### src/hdl/cfca_pkg.sv
// Shared constants and types for the command frame checker.
`default_nettype none
package cfca_pkg;

    localparam int COEF_COUNT_DEF = 9;

    localparam logic [7:0] HDR0        = 8'hAA;
    localparam logic [7:0] HDR1        = 8'hAF;
    localparam logic [7:0] CMD_PREAD   = 8'h02;
    localparam logic [7:0] B4_PREAD    = 8'h01;
    localparam logic [7:0] CMD_ACK_LO  = 8'h10;
    localparam logic [7:0] CMD_COEF    = 8'h12;
    localparam logic [7:0] CMD_ACK_HI  = 8'h15;
    localparam logic [7:0] ACK_ID      = 8'hEF;
    localparam logic [7:0] ACK_LEN     = 8'h02;
    // sum of the four fixed leading bytes of an ack frame
    localparam logic [7:0] ACK_PRE_SUM = 8'(HDR0 + HDR0 + ACK_ID + ACK_LEN);

    localparam logic [4:0] PAYLOAD_BASE = 5'd4;
    localparam logic [4:0] INDEX_SAT    = 5'd22;
    localparam int         ACK_BYTES    = 7;

    localparam logic [1:0] KIND_ACK   = 2'd0;
    localparam logic [1:0] KIND_PREAD = 2'd1;
    localparam logic [1:0] KIND_COEF  = 2'd2;

    localparam logic [1:0] MODE_NONE  = 2'd0;
    localparam logic [1:0] MODE_PREAD = 2'd1;
    localparam logic [1:0] MODE_COEF  = 2'd2;
    localparam logic [1:0] MODE_ACK   = 2'd3;

    typedef struct packed {
        logic [1:0] mode;
        logic [7:0] cmd;
        logic [7:0] sum;
        logic [7:0] chk;
        logic       bank;
    } t_burst;

endpackage
`default_nettype wire

### src/hdl/cfca_ram.sv
// Generic single-write, single-read RAM with registered read data.
`default_nettype none
module cfca_ram #(
    parameter int WIDTH = 8,
    parameter int DEPTH = 18,
    localparam int AW = (DEPTH > 1) ? $clog2(DEPTH) : 1
) (
    input  wire logic             i_clk,
    input  wire logic             i_we,
    input  wire logic [AW-1:0]    i_waddr,
    input  wire logic [WIDTH-1:0] i_wdata,
    input  wire logic [AW-1:0]    i_raddr,
    output logic      [WIDTH-1:0] o_rdata
);

    logic [WIDTH-1:0] r_mem [DEPTH];

    always_ff @(posedge i_clk) begin
        if (i_we) begin
            r_mem[i_waddr] <= i_wdata;
        end
        o_rdata <= r_mem[i_raddr];
    end

endmodule
`default_nettype wire

### src/hdl/cfca_parse.sv
// Frame parser: running sum, header capture, payload writes and frame verdict.
`default_nettype none
module cfca_parse #(
    parameter int COEF_COUNT = cfca_pkg::COEF_COUNT_DEF,
    localparam int DEPTH = 2 * COEF_COUNT,
    localparam int AW = (DEPTH > 1) ? $clog2(DEPTH) : 1
) (
    input  wire logic             i_clk,
    input  wire logic             i_rst_n,
    input  wire logic             i_valid,
    output logic                  o_stall,
    input  wire logic [7:0]       i_rx_byte,
    input  wire logic             i_frame_end,
    input  wire logic             i_busy,
    output logic                  o_we_hi,
    output logic                  o_we_lo,
    output logic      [AW-1:0]    o_waddr,
    output logic      [DEPTH-1:0] o_vld_hi,
    output logic      [DEPTH-1:0] o_vld_lo,
    output logic                  o_start,
    output cfca_pkg::t_burst      o_info
);

    logic [7:0]       r_sum, n_sum;
    logic [4:0]       r_idx, n_idx;
    logic [7:0]       r_h0, n_h0;
    logic [7:0]       r_h1, n_h1;
    logic [7:0]       r_cmd, n_cmd;
    logic             r_b4, n_b4;
    logic             r_bank, n_bank;
    logic [DEPTH-1:0] r_vhi, n_vhi;
    logic [DEPTH-1:0] r_vlo, n_vlo;
    logic             r_start, n_start;
    cfca_pkg::t_burst r_info, n_info;

    logic       accept;
    logic [4:0] off;
    logic [3:0] word;
    logic       in_pay;
    logic       wr;
    logic       frame_ok;
    logic [1:0] mode;

    assign o_stall = i_frame_end && i_busy;
    assign accept  = i_valid && !o_stall;

    assign off    = r_idx - cfca_pkg::PAYLOAD_BASE;
    assign word   = off[4:1];
    assign in_pay = (r_idx >= cfca_pkg::PAYLOAD_BASE) && (r_idx < cfca_pkg::INDEX_SAT)
                    && (word < 4'(COEF_COUNT));
    assign wr      = accept && !i_frame_end && in_pay;
    assign o_we_hi = wr && !off[0];
    assign o_we_lo = wr && off[0];
    assign o_waddr = r_bank ? AW'(word) + AW'(COEF_COUNT) : AW'(word);

    assign frame_ok = (i_rx_byte == r_sum) && (r_h0 == cfca_pkg::HDR0)
                      && (r_h1 == cfca_pkg::HDR1);

    always_comb begin
        priority if (r_cmd == cfca_pkg::CMD_PREAD) begin
            mode = r_b4 ? cfca_pkg::MODE_PREAD : cfca_pkg::MODE_NONE;
        end else if (r_cmd == cfca_pkg::CMD_COEF) begin
            mode = cfca_pkg::MODE_COEF;
        end else if (r_cmd >= cfca_pkg::CMD_ACK_LO && r_cmd <= cfca_pkg::CMD_ACK_HI) begin
            mode = cfca_pkg::MODE_ACK;
        end else begin
            mode = cfca_pkg::MODE_NONE;
        end
    end

    always_comb begin
        n_sum   = r_sum;
        n_idx   = r_idx;
        n_h0    = r_h0;
        n_h1    = r_h1;
        n_cmd   = r_cmd;
        n_b4    = r_b4;
        n_bank  = r_bank;
        n_vhi   = r_vhi;
        n_vlo   = r_vlo;
        n_start = 1'b0;
        n_info  = r_info;
        if (accept && i_frame_end) begin
            n_start     = frame_ok && (mode != cfca_pkg::MODE_NONE);
            n_info.mode = mode;
            n_info.cmd  = r_cmd;
            n_info.sum  = r_sum;
            n_info.chk  = cfca_pkg::ACK_PRE_SUM + r_cmd + r_sum;
            n_info.bank = r_bank;
            n_sum  = '0;
            n_idx  = '0;
            n_h0   = '0;
            n_h1   = '0;
            n_cmd  = '0;
            n_b4   = 1'b0;
            n_bank = !r_bank;
            // next frame fills the other bank; it starts out empty
            for (int a = 0; a < DEPTH; a++) begin
                if ((a >= COEF_COUNT) != r_bank) begin
                    n_vhi[a] = 1'b0;
                    n_vlo[a] = 1'b0;
                end
            end
        end else if (accept) begin
            n_sum = r_sum + i_rx_byte;
            if (r_idx < cfca_pkg::INDEX_SAT) begin
                n_idx = r_idx + 5'd1;
            end
            if (r_idx == 5'd0) begin
                n_h0 = i_rx_byte;
            end
            if (r_idx == 5'd1) begin
                n_h1 = i_rx_byte;
            end
            if (r_idx == 5'd2) begin
                n_cmd = i_rx_byte;
            end
            if (r_idx == cfca_pkg::PAYLOAD_BASE) begin
                n_b4 = (i_rx_byte == cfca_pkg::B4_PREAD);
            end
            if (o_we_hi) begin
                n_vhi[o_waddr] = 1'b1;
            end
            if (o_we_lo) begin
                n_vlo[o_waddr] = 1'b1;
            end
        end
    end

    always_ff @(posedge i_clk) begin
        if (!i_rst_n) begin
            r_sum   <= '0;
            r_idx   <= '0;
            r_h0    <= '0;
            r_h1    <= '0;
            r_cmd   <= '0;
            r_b4    <= 1'b0;
            r_bank  <= 1'b0;
            r_vhi   <= '0;
            r_vlo   <= '0;
            r_start <= 1'b0;
        end else begin
            r_sum   <= n_sum;
            r_idx   <= n_idx;
            r_h0    <= n_h0;
            r_h1    <= n_h1;
            r_cmd   <= n_cmd;
            r_b4    <= n_b4;
            r_bank  <= n_bank;
            r_vhi   <= n_vhi;
            r_vlo   <= n_vlo;
            r_start <= n_start;
        end
        r_info <= n_info;
    end

    assign o_vld_hi = r_vhi;
    assign o_vld_lo = r_vlo;
    assign o_start  = r_start;
    assign o_info   = r_info;

endmodule
`default_nettype wire

### src/hdl/cfca_burst.sv
// Result burst generator: steps through a frame's results, reads coefficients, output register.
`default_nettype none
module cfca_burst #(
    parameter int COEF_COUNT = cfca_pkg::COEF_COUNT_DEF,
    localparam int DEPTH = 2 * COEF_COUNT,
    localparam int AW = (DEPTH > 1) ? $clog2(DEPTH) : 1
) (
    input  wire logic                i_clk,
    input  wire logic                i_rst_n,
    input  wire logic                i_start,
    input  wire cfca_pkg::t_burst    i_info,
    output logic                     o_busy,
    output logic       [AW-1:0]      o_raddr,
    input  wire logic  [7:0]         i_rd_hi,
    input  wire logic  [7:0]         i_rd_lo,
    input  wire logic  [DEPTH-1:0]   i_vld_hi,
    input  wire logic  [DEPTH-1:0]   i_vld_lo,
    output logic                     o_valid,
    input  wire logic                i_stall,
    output logic       [1:0]         o_kind,
    output logic       [7:0]         o_tx_byte,
    output logic       [3:0]         o_coef_index,
    output logic signed [15:0]       o_coef_value,
    output logic                     o_burst_last
);

    cfca_pkg::t_burst r_info;
    logic             r_run;
    logic [4:0]       r_cnt;
    logic [4:0]       r_last_step;
    logic             r_s1_valid;
    logic [4:0]       r_s1_step;
    logic             r_s1_last;
    logic [AW-1:0]    r_s1_addr;

    logic              r_o_valid;
    logic [1:0]        r_o_kind;
    logic [7:0]        r_o_tx;
    logic [3:0]        r_o_idx;
    logic [15:0]       r_o_val;
    logic              r_o_last;

    logic        s1_move;
    logic        issue;
    logic [AW-1:0] cnt_addr;
    logic        s1_coef;
    logic [4:0]  ack_k;
    logic [1:0]  s1_kind;
    logic [7:0]  s1_tx;
    logic [3:0]  s1_idx;
    logic [15:0] s1_val;

    assign s1_move = r_s1_valid && (!r_o_valid || !i_stall);
    assign issue   = r_run && (!r_s1_valid || s1_move);
    assign o_busy  = i_start || r_run || r_s1_valid;

    always_comb begin
        cnt_addr = '0;
        if (r_info.mode == cfca_pkg::MODE_COEF && r_cnt < 5'(COEF_COUNT)) begin
            cnt_addr = r_info.bank ? AW'(r_cnt) + AW'(COEF_COUNT) : AW'(r_cnt);
        end
    end

    // hold the read address while stage 1 waits so the RAM output stays put
    assign o_raddr = issue ? cnt_addr : r_s1_addr;

    assign s1_coef = (r_info.mode == cfca_pkg::MODE_COEF) && (r_s1_step < 5'(COEF_COUNT));
    assign ack_k   = (r_info.mode == cfca_pkg::MODE_COEF) ? r_s1_step - 5'(COEF_COUNT)
                                                           : r_s1_step;

    always_comb begin
        s1_kind = cfca_pkg::KIND_ACK;
        s1_tx   = '0;
        s1_idx  = '0;
        s1_val  = '0;
        priority if (r_info.mode == cfca_pkg::MODE_PREAD) begin
            s1_kind = cfca_pkg::KIND_PREAD;
        end else if (s1_coef) begin
            s1_kind = cfca_pkg::KIND_COEF;
            s1_idx  = r_s1_step[3:0];
            s1_val  = {i_vld_hi[r_s1_addr] ? i_rd_hi : 8'h00,
                       i_vld_lo[r_s1_addr] ? i_rd_lo : 8'h00};
        end else begin
            unique case (ack_k[2:0])
                3'd0:    s1_tx = cfca_pkg::HDR0;
                3'd1:    s1_tx = cfca_pkg::HDR0;
                3'd2:    s1_tx = cfca_pkg::ACK_ID;
                3'd3:    s1_tx = cfca_pkg::ACK_LEN;
                3'd4:    s1_tx = r_info.cmd;
                3'd5:    s1_tx = r_info.sum;
                default: s1_tx = r_info.chk;
            endcase
        end
    end

    always_ff @(posedge i_clk) begin
        if (!i_rst_n) begin
            r_run      <= 1'b0;
            r_s1_valid <= 1'b0;
            r_o_valid  <= 1'b0;
        end else begin
            if (i_start) begin
                r_run <= 1'b1;
            end else if (issue && r_cnt == r_last_step) begin
                r_run <= 1'b0;
            end
            if (issue) begin
                r_s1_valid <= 1'b1;
            end else if (s1_move) begin
                r_s1_valid <= 1'b0;
            end
            if (s1_move) begin
                r_o_valid <= 1'b1;
            end else if (!i_stall) begin
                r_o_valid <= 1'b0;
            end
        end
        if (i_start) begin
            r_info <= i_info;
            r_cnt  <= '0;
            priority if (i_info.mode == cfca_pkg::MODE_PREAD) begin
                r_last_step <= '0;
            end else if (i_info.mode == cfca_pkg::MODE_COEF) begin
                r_last_step <= 5'(COEF_COUNT + cfca_pkg::ACK_BYTES - 1);
            end else begin
                r_last_step <= 5'(cfca_pkg::ACK_BYTES - 1);
            end
        end else if (issue) begin
            r_cnt <= r_cnt + 5'd1;
        end
        if (issue) begin
            r_s1_step <= r_cnt;
            r_s1_last <= (r_cnt == r_last_step);
            r_s1_addr <= cnt_addr;
        end
        if (s1_move) begin
            r_o_kind <= s1_kind;
            r_o_tx   <= s1_tx;
            r_o_idx  <= s1_idx;
            r_o_val  <= s1_val;
            r_o_last <= r_s1_last;
        end
    end

    assign o_valid      = r_o_valid;
    assign o_kind       = r_o_kind;
    assign o_tx_byte    = r_o_tx;
    assign o_coef_index = r_o_idx;
    assign o_coef_value = signed'(r_o_val);
    assign o_burst_last = r_o_last;

endmodule
`default_nettype wire

### src/hdl/command_frame_checker_and_acker_core.sv
// Command frame checker and acknowledger core: top level.
// Takes one received byte per cycle. A frame's final byte is held off (o_in_stall)
// while the result burst of the previous frame is still being generated; every
// other byte is taken at once. A frame that passes its checks yields 1 result
// (parameter-read request), 7 results (ack frame) or COEF_COUNT+7 results
// (coefficients, then ack), one per cycle while i_out_stall is low; the first
// comes out through the verdict, burst run, RAM read and output registers.
// Payload words sit in two 2*COEF_COUNT x 8 RAMs (high and low byte) split into
// two banks that alternate per frame, so the next frame fills one bank while the
// burst reads the other. Per-entry valid bits make bytes never received read as
// zero; no clearing pass is needed after reset.
`default_nettype none
module command_frame_checker_and_acker_core #(
    parameter int COEF_COUNT = cfca_pkg::COEF_COUNT_DEF
) (
    input  wire logic               i_clk,
    input  wire logic               i_rst_n,
    input  wire logic               i_in_valid,
    output logic                    o_in_stall,
    input  wire logic [7:0]         i_rx_byte,
    input  wire logic               i_frame_end,
    output logic                    o_out_valid,
    input  wire logic               i_out_stall,
    output logic       [1:0]        o_kind,
    output logic       [7:0]        o_tx_byte,
    output logic       [3:0]        o_coef_index,
    output logic signed [15:0]      o_coef_value,
    output logic                    o_burst_last
);

    localparam int DEPTH = 2 * COEF_COUNT;
    localparam int AW    = (DEPTH > 1) ? $clog2(DEPTH) : 1;

    logic             busy;
    logic             we_hi;
    logic             we_lo;
    logic [AW-1:0]    waddr;
    logic [AW-1:0]    raddr;
    logic [7:0]       rd_hi;
    logic [7:0]       rd_lo;
    logic [DEPTH-1:0] vld_hi;
    logic [DEPTH-1:0] vld_lo;
    logic             start;
    cfca_pkg::t_burst info;

    cfca_parse #(.COEF_COUNT(COEF_COUNT)) u_parse (
        .i_clk       (i_clk),
        .i_rst_n     (i_rst_n),
        .i_valid     (i_in_valid),
        .o_stall     (o_in_stall),
        .i_rx_byte   (i_rx_byte),
        .i_frame_end (i_frame_end),
        .i_busy      (busy),
        .o_we_hi     (we_hi),
        .o_we_lo     (we_lo),
        .o_waddr     (waddr),
        .o_vld_hi    (vld_hi),
        .o_vld_lo    (vld_lo),
        .o_start     (start),
        .o_info      (info)
    );

    cfca_ram #(.WIDTH(8), .DEPTH(DEPTH)) u_ram_hi (
        .i_clk   (i_clk),
        .i_we    (we_hi),
        .i_waddr (waddr),
        .i_wdata (i_rx_byte),
        .i_raddr (raddr),
        .o_rdata (rd_hi)
    );

    cfca_ram #(.WIDTH(8), .DEPTH(DEPTH)) u_ram_lo (
        .i_clk   (i_clk),
        .i_we    (we_lo),
        .i_waddr (waddr),
        .i_wdata (i_rx_byte),
        .i_raddr (raddr),
        .o_rdata (rd_lo)
    );

    cfca_burst #(.COEF_COUNT(COEF_COUNT)) u_burst (
        .i_clk        (i_clk),
        .i_rst_n      (i_rst_n),
        .i_start      (start),
        .i_info       (info),
        .o_busy       (busy),
        .o_raddr      (raddr),
        .i_rd_hi      (rd_hi),
        .i_rd_lo      (rd_lo),
        .i_vld_hi     (vld_hi),
        .i_vld_lo     (vld_lo),
        .o_valid      (o_out_valid),
        .i_stall      (i_out_stall),
        .o_kind       (o_kind),
        .o_tx_byte    (o_tx_byte),
        .o_coef_index (o_coef_index),
        .o_coef_value (o_coef_value),
        .o_burst_last (o_burst_last)
    );

endmodule
`default_nettype wire

### config.mk
export PLATFORM = sky130hd
export DESIGN_NAME = command_frame_checker_and_acker_core
export DESIGN_NICKNAME = d
export VERILOG_FILES = /design/src/hdl/cfca_pkg.sv /design/src/hdl/cfca_ram.sv /design/src/hdl/cfca_parse.sv /design/src/hdl/cfca_burst.sv /design/src/hdl/command_frame_checker_and_acker_core.sv
export SDC_FILE = /design/constraint.sdc
export NUM_CORES = 1
export LEC_CHECK = 0
export CAP_MARGIN = 20
export CORE_MARGIN = 2
export CORE_UTILIZATION = 25
export CTS_BUF_LIST = sky130_fd_sc_hd__clkbuf_16
export CTS_CLUSTER_DIAMETER = 40
export DETAILED_ROUTE_END_ITERATION = 6
export DONT_BUFFER_PORTS = 1
export PLACE_DENSITY = 0.48
export SYNTH_ARGS = -nofsm -noshare
export SYNTH_HDL_FRONTEND = slang
export SYNTH_SLANG_ARGS = --single-unit
### constraint.sdc
create_clock -name i_clk -period 3.4 [get_ports i_clk]
set_clock_uncertainty 0.15 [all_clocks]
set_input_delay 0.17 -clock i_clk [delete_from_list [all_inputs] [get_ports i_clk]]
set_output_delay 0.17 -clock i_clk [all_outputs]
set_load 0.005 [all_outputs]
==> results of run 1 <==
[where the power goes]
part / switching [uW] / internal [uW] / total (uW)
combinational: 277 / 147 / 423
sequential: 35.1 / 6440 / 6480
clock: 2970 / 5050 / 8020
total: 3280 / 11600 / 14900
[stage by stage]
stage	total power (uW)	worst slack, ns	cells	instance area [sq um]
after CTS	15100	0.209	2817	24400
final	14900	0.269	2818	24400
after global placement	6900	0.232	2657	21500
after global routing	15400	0.0305	2817	24400
after detailed placement	6910	0.200	2657	21500
after floorplan	6810	0.106	1605	19700
[worst max-delay path: stages, from the launching register on]
cell and delay (ns):
dfxtp_1 0.38, o31a_1 0.30, or3_4 0.41, o31a_2 0.41, clkinv_2 0.13, buf_12 0.30
nand2_1 0.08, and3_1 0.18, a31oi_1 0.21, o22ai_1 0.17, a211oi_1 0.32
[layer usage]
metal	wire (um)	vias up	track usage	part of all wire
li1	-	6111	-	-
met1	23400	6483	0.163	0.45
met2	25800	252	0.215	0.49
met3	2010	53	0.0197	0.039
met4	906	0	0.0426	0.017
met5	0	-	0	0
[state kept, by name, summed over array words and instances, names as in the netlist, 16 cells and up]
| signal | cells |
|---|---|
| u_burst.r_info | 27 |
| u_ram_hi.r_mem | 144 |
| u_parse.o_vld_hi | 18 |
| u_parse.o_vld_lo | 18 |
| u_parse.o_info | 27 |
| u_ram_lo.r_mem | 144 |
| u_burst.o_coef_value | 16 |
[kinds of logic after synthesis]
logic type / after synthesis / synth area share
adder cells (fa/ha/maj): 35 / 0.0230
AND/OR/NAND/NOR: 631 / 0.143
AO/OA/AOI/OAI: 274 / 0.0869
buffers and inverters: 124 / 0.0274
multiplexers: 25 / 0.0191
XOR/XNOR: 30 / 0.0133
flip-flops: 486 / 0.687
[worst max path at each step]
| stage | startpoint | end | depth (start not counted) |
|---|---|---|---|
| after floorplan | u_burst.r_s1_valid$_SDFFE_PN0P_ | u_burst.o_burst_last$_DFFE_PP_ | 1 |
| after global placement | u_burst.r_cnt[1]$_SDFFE_PP0N_ | u_ram_lo.o_rdata[4]$_DFF_P_ | 10 |
| after detailed placement | u_burst.r_cnt[1]$_SDFFE_PP0N_ | u_ram_lo.o_rdata[4]$_DFF_P_ | 10 |
| after CTS | u_burst.r_cnt[1]$_SDFFE_PP0N_ | u_ram_lo.o_rdata[4]$_DFF_P_ | 10 |
| after global routing | u_parse.r_idx[3]$_SDFFE_PP0P_ | u_parse.o_vld_lo[16]$_SDFFE_PN0P_ | 11 |
| final | u_burst.r_cnt[1]$_SDFFE_PP0N_ | u_ram_lo.o_rdata[4]$_DFF_P_ | 10 |
[final cells by class]
cell class,instances,area (sq um),share of cell area
Sequential cell,486,13500,0.554
Multi-Input combinational cell,995,5670,0.232
Clock buffer,75,1880,0.0768
Tap cell,1040,1300,0.0532
Timing Repair Buffer,119,1100,0.0449
Clock inverter,63,801,0.0328
Inverter,39,148,0.00604
Antenna cell,1,2.50,0.000102
[cell usage in the layout (no fill, tap or decap), drive strengths merged, types with 18 or more instances in the layout]
cell type,n
edfxtp,381
nand2,325
nor2,113
dfxtp,105
buf,105
a21oi,90
clkbuf,75
and3,73
inv,64
a31oi,57
nand3,50
o22ai,45
ha,33
a211oi,20
clkinv,19
xnor2,18
==> run summary, run 1 <==
IO Pins -> 46
total track usage -> 0.126
leakage -> 0.00873 uW
Worst Setup Start Kind -> flop
syn nets -> 1653
Synth async-reset ratio -> 0
Hold-fix buffers, CTS -> 22
Worst slew margin -> 0.260
Finish-stage setup viols -> 0
synth-to-layout area growth -> 24.0%
Synth Instances -> 1605
# DRC -> 0
Die Height -> 285 um
Detail Route Antenna Nets -> 0
Reg2Reg Depth -> 10
# resized after CTS -> 0
measured slew at the worst slew-check pin -> 1.11 ns
hold path cells -> 6
largest net degree at the start of global routing -> 73
reg2reg setup slack -> 0.27 ns
worst reg2reg endpoint -> u_ram_lo.o_rdata[4]$_DFF_P_
hpwl dp -> 33500 um
number of global-route vias before repair -> 12900
die span in x -> 285 um
total CTS buffers -> 74
Avg Vias per Cell -> 4.58
first-pass GRT wire length -> 79500 um
initial DRC count -> 968
CTS Root Cell -> clkbuf_16
layout net count -> 1763
Bufs on Longest Clock Path -> 3
list of most frequent post-synthesis cells -> 381 x edfxtp_1, 325 x nand2_1, 113 x nor2_1
Setup Buffers After CTS -> 0
Seq/Total Area, Yosys -> 0.687
Synth cell types -> 62
top-count cell post-synth -> edfxtp_1
status -> complete, no violations
Initial Util -> 0.254
hold crit path type -> input pin to flop
crit path max fanout -> 64
Vias -> 12900
core outline area -> 77700 sq um
H-tree depth -> 3
clock sink total -> 486
Max Slew Vio Count -> 0
Max Freq -> 319 MHz
share of the synthesized area in the top cell type -> 0.580
power density cells -> 610 nW/um^2
drt total wl -> 52000 um
top cells by area, synth -> edfxtp_1 58%, dfxtp_1 11%, nand2_1 6.2%
GRT Residual Overflow -> 0
GP Congestion -> 0.810
Filler Cell Count -> 7726
hold endpoint -> u_parse.r_sum[0]$_SDFFE_PP0P_
Hold Slack -> 0.0663 ns
top cell type by total area after synthesis -> edfxtp_1
CTS tree -> yes
TritonRoute pass-1 iters -> 5
later-pin clock latency in the skew report -> 0.61 ns
RSZ-0062 raised after global routing -> false
Tcrit/Tclk final -> 0.921
Final TNS setup -> 0 ns
post-layout util -> 0.314
Crit. End Element -> flop
EDFF count, synth -> 381
DR WL/cell -> 18.5 um
YS warnings -> 0
Die Area -> 81100 sq um
Reg2Reg Launch Point -> u_burst.r_cnt[1]$_SDFFE_PP0N_
Synth Flop Type -> edfxtp_1
Worst EP arrival -> 3.49 ns
max-cap violations -> 0
Hold Crit Start -> i_frame_end
final hold violation count -> 0
num rows -> 102
Cell Area, Synth -> 19700 sq um
Peak VDD IR -> 385 uV
critical path type -> flop to flop
WP data required -> 3.76 ns
initial antenna violation count -> 0
number of synthesized register bits -> 486
clk slew on worst S/H paths -> 0.06 ns
average cell area after synthesis -> 12.3 sq um
share of cells above drive strength 1 -> 0.140
PortBufs -> 0
final worst path period need -> 3.13 ns
(Power assumes the default switching activity.)
==> run 2, diff against run 1 <==
RECOVER_POWER = 50   (was unset)
==> run 2 against run 1 <==
Effect of this change: the run now ends with capacitance limit, slew limit left; first-iteration DRC count decreased by 6.9%; final cell count unchanged; cell area decreased by 0.26%; sequential share of layout area increased by 0.14 points; critical path depth unchanged; sequential cell count unchanged.
==> run summary, run 2 (same netlist as run 1, synthesis figures left out) <==
# resized after CTS -> 0 (unchanged)
CP max stage cell -> or3_4
die span in x -> 285 um (unchanged)
Peak VDD IR -> 385 uV (about the same)
initial antenna violation count -> 0 (unchanged)
wl on met1 -> 23400 um (about the same)
Tcrit/Tclk final -> 0.922 (+0.00154)
initial DRC count -> 901 (-6.9%)
Bufs on Longest Clock Path -> 3 (unchanged)
share of cells above drive strength 1 -> 0.134 (-0.00619)
Worst slew margin -> -0.604 (-0.864)
crit path max fanout -> 64 (unchanged)
later-pin clock latency in the skew report -> 0.61 ns (about the same)
synth-to-layout area growth -> 23.7%
delay-heaviest family, CP -> compound AO/OA/AOI/OAI gates
area occupied by multi-input gates -> 5660 sq um (-0.29%)
Max Freq -> 319 MHz (-0.17%)
Detail Route Antenna Nets -> 0 (unchanged)
Initial Util -> 0.254 (unchanged)
core outline area -> 77700 sq um (unchanged)
Worst Setup Start Kind -> flop
H-tree depth -> 3 (unchanged)
largest net degree at the start of global routing -> 73 (unchanged)
Finish-stage setup viols -> 0 (unchanged)
Reg2Reg Launch Point -> u_burst.r_cnt[1]$_SDFFE_PP0N_
max-cap violations -> 3 (+3)
failing checks -> capacitance limit, slew limit
IO Pins -> 46 (unchanged)
Crit. End Element -> flop
# DRC -> 0 (unchanged)
Reg2Reg Depth -> 10 (unchanged)
Hold-fix buffers, CTS -> 22 (unchanged)
Worst Path Buf+Inv -> 2 (unchanged)
Final TNS setup -> 0 ns (unchanged)
most frequent cells in the layout -> 381 x edfxtp_1, 325 x nand2_1, 113 x nor2_1
design area -> 24400 sq um (-0.26%)
Die Area -> 81100 sq um (unchanged)
DP Cell Count -> 2657 (unchanged)
total CTS buffers -> 74 (unchanged)
Top Registers -> u_ram_hi.r_mem: 144 flops, u_ram_lo.r_mem: 144 flops
Filler Cell Count -> 7736 (+0.13%)
hold crit path type -> input pin to flop
Worst path depth -> 10 (unchanged)
final worst path period need -> 3.14 ns (+0.00523 ns)
TritonRoute pass-1 iters -> 7 (+2)
first-pass GRT wire length -> 79500 um (unchanged)
Post-Layout Cell Count -> 2818 (unchanged)
CTS tree -> yes
number of global-route vias before repair -> 12900 (unchanged)
critical path type -> flop to flop
reg2reg setup slack -> 0.26 ns (about the same)
RSZ-0062 raised after global routing -> false
GP Congestion -> 0.810 (unchanged)
Setup Buffers After CTS -> 0 (unchanged)
worst reg2reg endpoint -> u_ram_lo.o_rdata[4]$_DFF_P_
status -> complete, but fails checks
total track usage -> 0.126 (unchanged)
clock sink total -> 486 (unchanged)
Die Height -> 285 um (unchanged)
DR WL/cell -> 18.4 um (-0.10%)
PortBufs -> 0 (unchanged)
WP data required -> 3.75 ns (about the same)
Worst EP arrival -> 3.49 ns (about the same)
num rows -> 102 (unchanged)
wire length on met2 -> 25600 um (-0.59%)
Max stage delay on crit path -> 0.41 ns (about the same)
worst slack, placed -> 0.200 ns (unchanged)
GRT Residual Overflow -> 0 (unchanged)
worst setup path startpoint -> u_burst.r_cnt[1]$_SDFFE_PP0N_
dpl cell area -> 21500 sq um (unchanged)
CTS Root Cell -> clkbuf_16
CP cell instances -> o31a_1 > or3_4 > o31a_2 > clkinv_2 > buf_12 > nand2_1 > and3_1 > a31oi_1 > o22ai_1 > a211oi_1
layout net count -> 1763 (unchanged)
leakage -> 0.00868 uW (-0.50%)
register area -> 13500 sq um (unchanged)
clk slew on worst S/H paths -> 0.06 ns (about the same)
metal3 WL -> 2010 um (+0.15%)
Vias -> 12900 (+0.28%)
final setup margin -> 0.264 ns (-0.00523 ns)
measured slew at the worst slew-check pin -> 2.41 ns (+1.30 ns)
crit path capture -> u_ram_lo.o_rdata[4]$_DFF_P_
Max Slew Vio Count -> 111 (+111)
power density cells -> 612 nW/um^2 (+0.18%)
highest metal used -> met4
drt total wl -> 52000 um (-0.10%)
hpwl dp -> 33500 um (unchanged)
most common cell after layout, fill and taps aside -> edfxtp_1
Avg Vias per Cell -> 4.59 (+0.28%)
final hold violation count -> 0 (unchanged)
[run 2: worst reg2reg max path: stages (launching register included)]
cell and delay [ns]:
dfxtp_1 0.38, o31a_1 0.30, or3_4 0.41, o31a_2 0.41, clkinv_2 0.13, buf_12 0.29
nand2_1 0.11, and3_1 0.18, a31oi_1 0.21, o22ai_1 0.17, a211oi_1 0.32
[run 2: area by class of cell]
| class | count | share of cell area |
|---|---|---|
| antenna | 1 | 0.000103 |
| clock buffer | 75 | 0.0770 |
| clock inverter | 63 | 0.0328 |
| inverter | 39 | 0.00606 |
| multi-input combinational | 995 | 0.232 |
| sequential | 486 | 0.556 |
| tap | 1040 | 0.0534 |
| timing repair buffer | 119 | 0.0432 |
[run 2: worst min path at each step]
stage	cells past startpoint	startpoint	slack, ns	endpoint
6_report	4	i_out_stall	0.11	u_burst.r_s1_addr[2]$_DFF_P_
3_5_place_dp	0	i_rx_byte[4]	0.13	u_ram_hi.r_mem[14][4]$_DFFE_PP_
3_3_place_gp	0	i_rx_byte[7]	0.12	u_ram_hi.r_mem[10][7]$_DFFE_PP_
2_1_floorplan	0	i_rx_byte[0]	0.12	u_ram_hi.r_mem[0][0]$_DFFE_PP_
5_1_grt	4	i_out_stall	0.12	u_burst.r_s1_addr[2]$_DFF_P_
4_1_cts	6	i_frame_end	0.04	u_parse.r_sum[0]$_SDFFE_PP0P_
[run 2: layer usage]
| metal | vias to the layer above | track usage |
|---|---|---|
| met5 | - | 0 |
| met4 | 0 | 0.0426 |
| met3 | 56 | 0.0197 |
| li1 | 6106 | - |
| met2 | 268 | 0.215 |
| met1 | 6505 | 0.163 |
[run 2: where the power goes]
group          switching (uW)  total [uW]  internal, uW
sequential               35.2        6480          6450
clock                    2960        8010          5050
combinational             275         418           143
total                    3270       14900         11600
[run 2: through the flow]
step           hold slack (ns)  utilization  total power, uW
2_1_floorplan            0.119            -             6810
3_3_place_gp             0.124        0.276             6900
3_5_place_dp             0.129        0.276             6910
4_1_cts                 0.0378        0.314            15100
5_1_grt                  0.119        0.314            15400
6_report                 0.113        0.314            14900
==> run 3, diff against run 2 <==
ABC_AREA = 1   (was unset)
==> run 3 against run 2 <==
Effect of this change: the run still ends with capacitance limit, slew limit left; sequential cell count stayed put; non-clock buffer count is 35 lower; synthesized cell count is 28% higher; hold slack worse by 0.071 ns; cell area is 5.8% higher; sequential power hardly changed; setup slack better by 0.059 ns; combinational power is 4.8% lower; sequential share of layout area is 3.0 points lower; critical endpoint is now u_ram_lo.o_rdata[0]$_DFF_P_; highest routed layer is now met5.
==> run summary, run 3 <==
number of synthesized register bits -> 486 (unchanged)
Bufs on Longest Clock Path -> 3 (unchanged)
register area -> 13500 sq um (unchanged)
largest net degree at the start of global routing -> 129 (+77%)
GRT Residual Overflow -> 0 (unchanged)
Filler Cell Count -> 8525 (+10%)
reg2reg setup slack -> 0.32 ns (+0.06 ns)
met3 Usage GRT -> 0.0286 (+0.00887)
busiest grt layer -> met2
hold crit path type -> input pin to flop
clk slew on worst S/H paths -> 0.05 ns (about the same)
hpwl dp -> 35400 um (+5.8%)
Synth cell types -> 48 (-23%)
Worst Setup Start Kind -> flop
final hold violation count -> 0 (unchanged)
H-tree depth -> 3 (unchanged)
most used cell, CP -> nand3_1
TritonRoute pass-1 iters -> 5 (-2)
Max stage delay on crit path -> 0.61 ns (+0.20 ns)
top-count cell post-synth -> edfxtp_1
hold path cells -> 4 (unchanged)
top cell type by total area after synthesis -> edfxtp_1
Max Freq -> 325 MHz (+1.9%)
Vias -> 14700 (+13%)
Synth async-reset ratio -> 0 (unchanged)
hold endpoint -> u_parse.r_sum[3]$_SDFFE_PP0P_
total track usage -> 0.132 (+0.00540)
first-pass GRT wire length -> 88300 um (+11%)
PortBufs -> 0 (unchanged)
CTS Root Cell -> clkbuf_16
num rows -> 106 (+3.9%)
worst setup path startpoint -> u_burst.o_valid$_SDFFE_PN0P_
most common cell after layout, fill and taps aside -> edfxtp_1
clock sink total -> 486 (unchanged)
average cell area after synthesis -> 10.4 sq um (-16%)
failing checks -> capacitance limit, slew limit
status -> complete, but fails checks
most frequent cells in the layout -> 381 x edfxtp_1, 340 x inv_1, 313 x nand3_1
die span in x -> 296 um (+3.8%)
Synth Flop Type -> edfxtp_1
synth-to-layout area growth -> 21.2%
Worst EP arrival -> 3.48 ns (about the same)
later-pin clock latency in the skew report -> 0.61 ns (about the same)
leakage -> 0.00993 uW (+14%)
Worst path depth -> 12 (+2)
Reg2Reg Launch Point -> u_burst.o_valid$_SDFFE_PN0P_
area occupied by multi-input gates -> 5950 sq um (+5.2%)
delay-heaviest family, CP -> simple AND/OR/NAND/NOR gates
Avg Vias per Cell -> 4.41 (-3.9%)
power density cells -> 583 nW/um^2 (-4.7%)
Seq/Total Area, Yosys -> 0.637 (-0.0506)
WP data required -> 3.80 ns (+0.05 ns)
YS warnings -> 0 (unchanged)
core outline area -> 84000 sq um (+8.0%)
layout net count -> 2175 (+23%)
initial antenna violation count -> 1 (+1)
EDFF count, synth -> 381 (unchanged)
CP max stage cell -> a21oi_4
Detail Route Antenna Nets -> 0 (unchanged)
Synth Instances -> 2051 (+28%)
Die Height -> 296 um (+3.8%)
IO Pins -> 46 (unchanged)
Top Registers -> u_ram_hi.r_mem: 144 flops, u_ram_lo.r_mem: 144 flops
total CTS buffers -> 79 (+6.8%)
worst reg2reg endpoint -> u_ram_lo.o_rdata[0]$_DFF_P_
drt total wl -> 57200 um (+10%)
Cell Area, Synth -> 21300 sq um (+7.9%)
crit path max fanout -> 32 (-50%)
number of global-route vias before repair -> 14700 (+15%)
Reg2Reg Depth -> 12 (+2)
Worst slew margin -> -0.722 (-0.118)
share of cells above drive strength 1 -> 0.109 (-0.0254)
share of the synthesized area in the top cell type -> 0.538 (-0.0427)
# DRC -> 0 (unchanged)
max-cap violations -> 3 (unchanged)
# resized after CTS -> 0 (unchanged)
CP cell instances -> nand3_1 > nand2_2 > inv_2 > nor2_1 > a21oi_4 > buf_12 > nand3_1 > nand3_1 > nand3_1 > nand2_1 > nand2_1 > nand2_1
DR WL/cell -> 17.2 um (-6.8%)
Peak VDD IR -> 369 uV (-4.1%)
Die Area -> 87500 sq um (+7.8%)
critical path type -> flop to flop
list of most frequent post-synthesis cells -> 381 x edfxtp_1, 331 x inv_1, 312 x nand3_1
dpl cell area -> 22800 sq um (+6.1%)
Final TNS setup -> 0 ns (unchanged)
initial DRC count -> 1227 (+36%)
Initial Util -> 0.253 (about the same)
met1 usage -> 0.168 (+0.00496)
final worst path period need -> 3.08 ns (-0.0587 ns)
Hold Crit Start -> i_frame_end
measured slew at the worst slew-check pin -> 2.58 ns (+0.177 ns)
Max Slew Vio Count -> 108 (-2.7%)
syn nets -> 2099 (+27%)
Crit. End Element -> flop
Tcrit/Tclk final -> 0.905 (-0.0173)
Worst Path Buf+Inv -> 2 (unchanged)
met2 Use GR -> 0.220 (+0.00501)
Finish-stage setup viols -> 0 (unchanged)
top cells by area, synth -> edfxtp_1 54%, dfxtp_1 9.9%, nand3_1 7.3%
CTS tree -> yes
RSZ-0062 raised after global routing -> false
design area -> 25800 sq um (+5.8%)
GP Congestion -> 0.815 (+0.54%)
## run 3: changes by cell type after synthesis, sizes merged, moves of 54 or more
| cell | before | now |
|---|---|---|
| inv | 38 | 342 |
| o21ai | 16 | 71 |
| and3 | 73 | 1 |
| nand3 | 50 | 314 |
| buf | 22 | 76 |
| nand3b | 0 | 63 |
| nor2 | 113 | 170 |
## run 3: metrics by stage
step	utilization	total power, uW	worst slack (ns)	instances	hold WS (ns)
after CTS	0.308	15200	0.348	3326	0.0119
after global routing	0.307	15500	0.0819	3326	0.0442
after floorplan	-	6790	0.714	2051	0.119
final	0.307	15000	0.323	3327	0.0423
after detailed placement	0.271	6860	0.367	3159	0.134
after global placement	0.271	6850	0.356	3159	0.133
## run 3: final cells by class
class | instances | share of cell area
inverters | 342 | 0.0498
flip-flops and latches | 486 | 0.525
well taps | 1134 | 0.0550
diodes | 1 | 0.0000970
clock buffers | 80 | 0.0776
clock inverters | 66 | 0.0283
multi-input cells | 1134 | 0.231
repair buffers | 84 | 0.0335
## run 3: report_power, final
group          leakage [uW]  total [uW]  switching, uW  internal [uW]
Clock               0.00134        8160           2970           5190
Sequential          0.00430        6480           30.8           6450
Combinational       0.00428         398            279            118
## run 3: metal layers
metal,part of all wire,wire (um)
met4,0.025,1440
met5,0.00023,13
met1,0.44,25300
met3,0.055,3160
met2,0.48,27300
## run 3: what timing repair did
action | CTS | global route
endpoints found under the hold margin | 429 | 0
buffers inserted | 0 | 0
hold buffers | 21 | 0
## run 3: kinds of logic (layout without fill, tap and decap cells)
kind of cell               Yosys count  after routing  share of synthesized area
xor gates and xnor gates            19             19                    0.00782
DFF                                486            486                      0.637
other                                0              1                          0
adders and majority gates           35             35                     0.0213
AOI/OAI and AO/OA                  196            196                     0.0539
and+or+nand+nor                    884            884                      0.196
buffers and inverters              431            572                     0.0842
## run 3: how the worst max path moves through the flow
stage	end
finish	u_ram_lo.o_rdata[0]$_DFF_P_
global route	u_ram_hi.r_mem[15][5]$_DFFE_PP_
CTS	u_ram_lo.r_mem[17][7]$_DFFE_PP_
detailed placement	u_ram_lo.r_mem[17][4]$_DFFE_PP_
global placement	u_ram_lo.r_mem[17][6]$_DFFE_PP_
floorplan	u_parse.o_vld_hi[2]$_SDFFE_PN0P_
## run 3: tightest hold or removal path: stages
cell     delay [ns]
inv_2          0.03
a31oi_2        0.08
nor2_4         0.34
a21oi_1        0.11
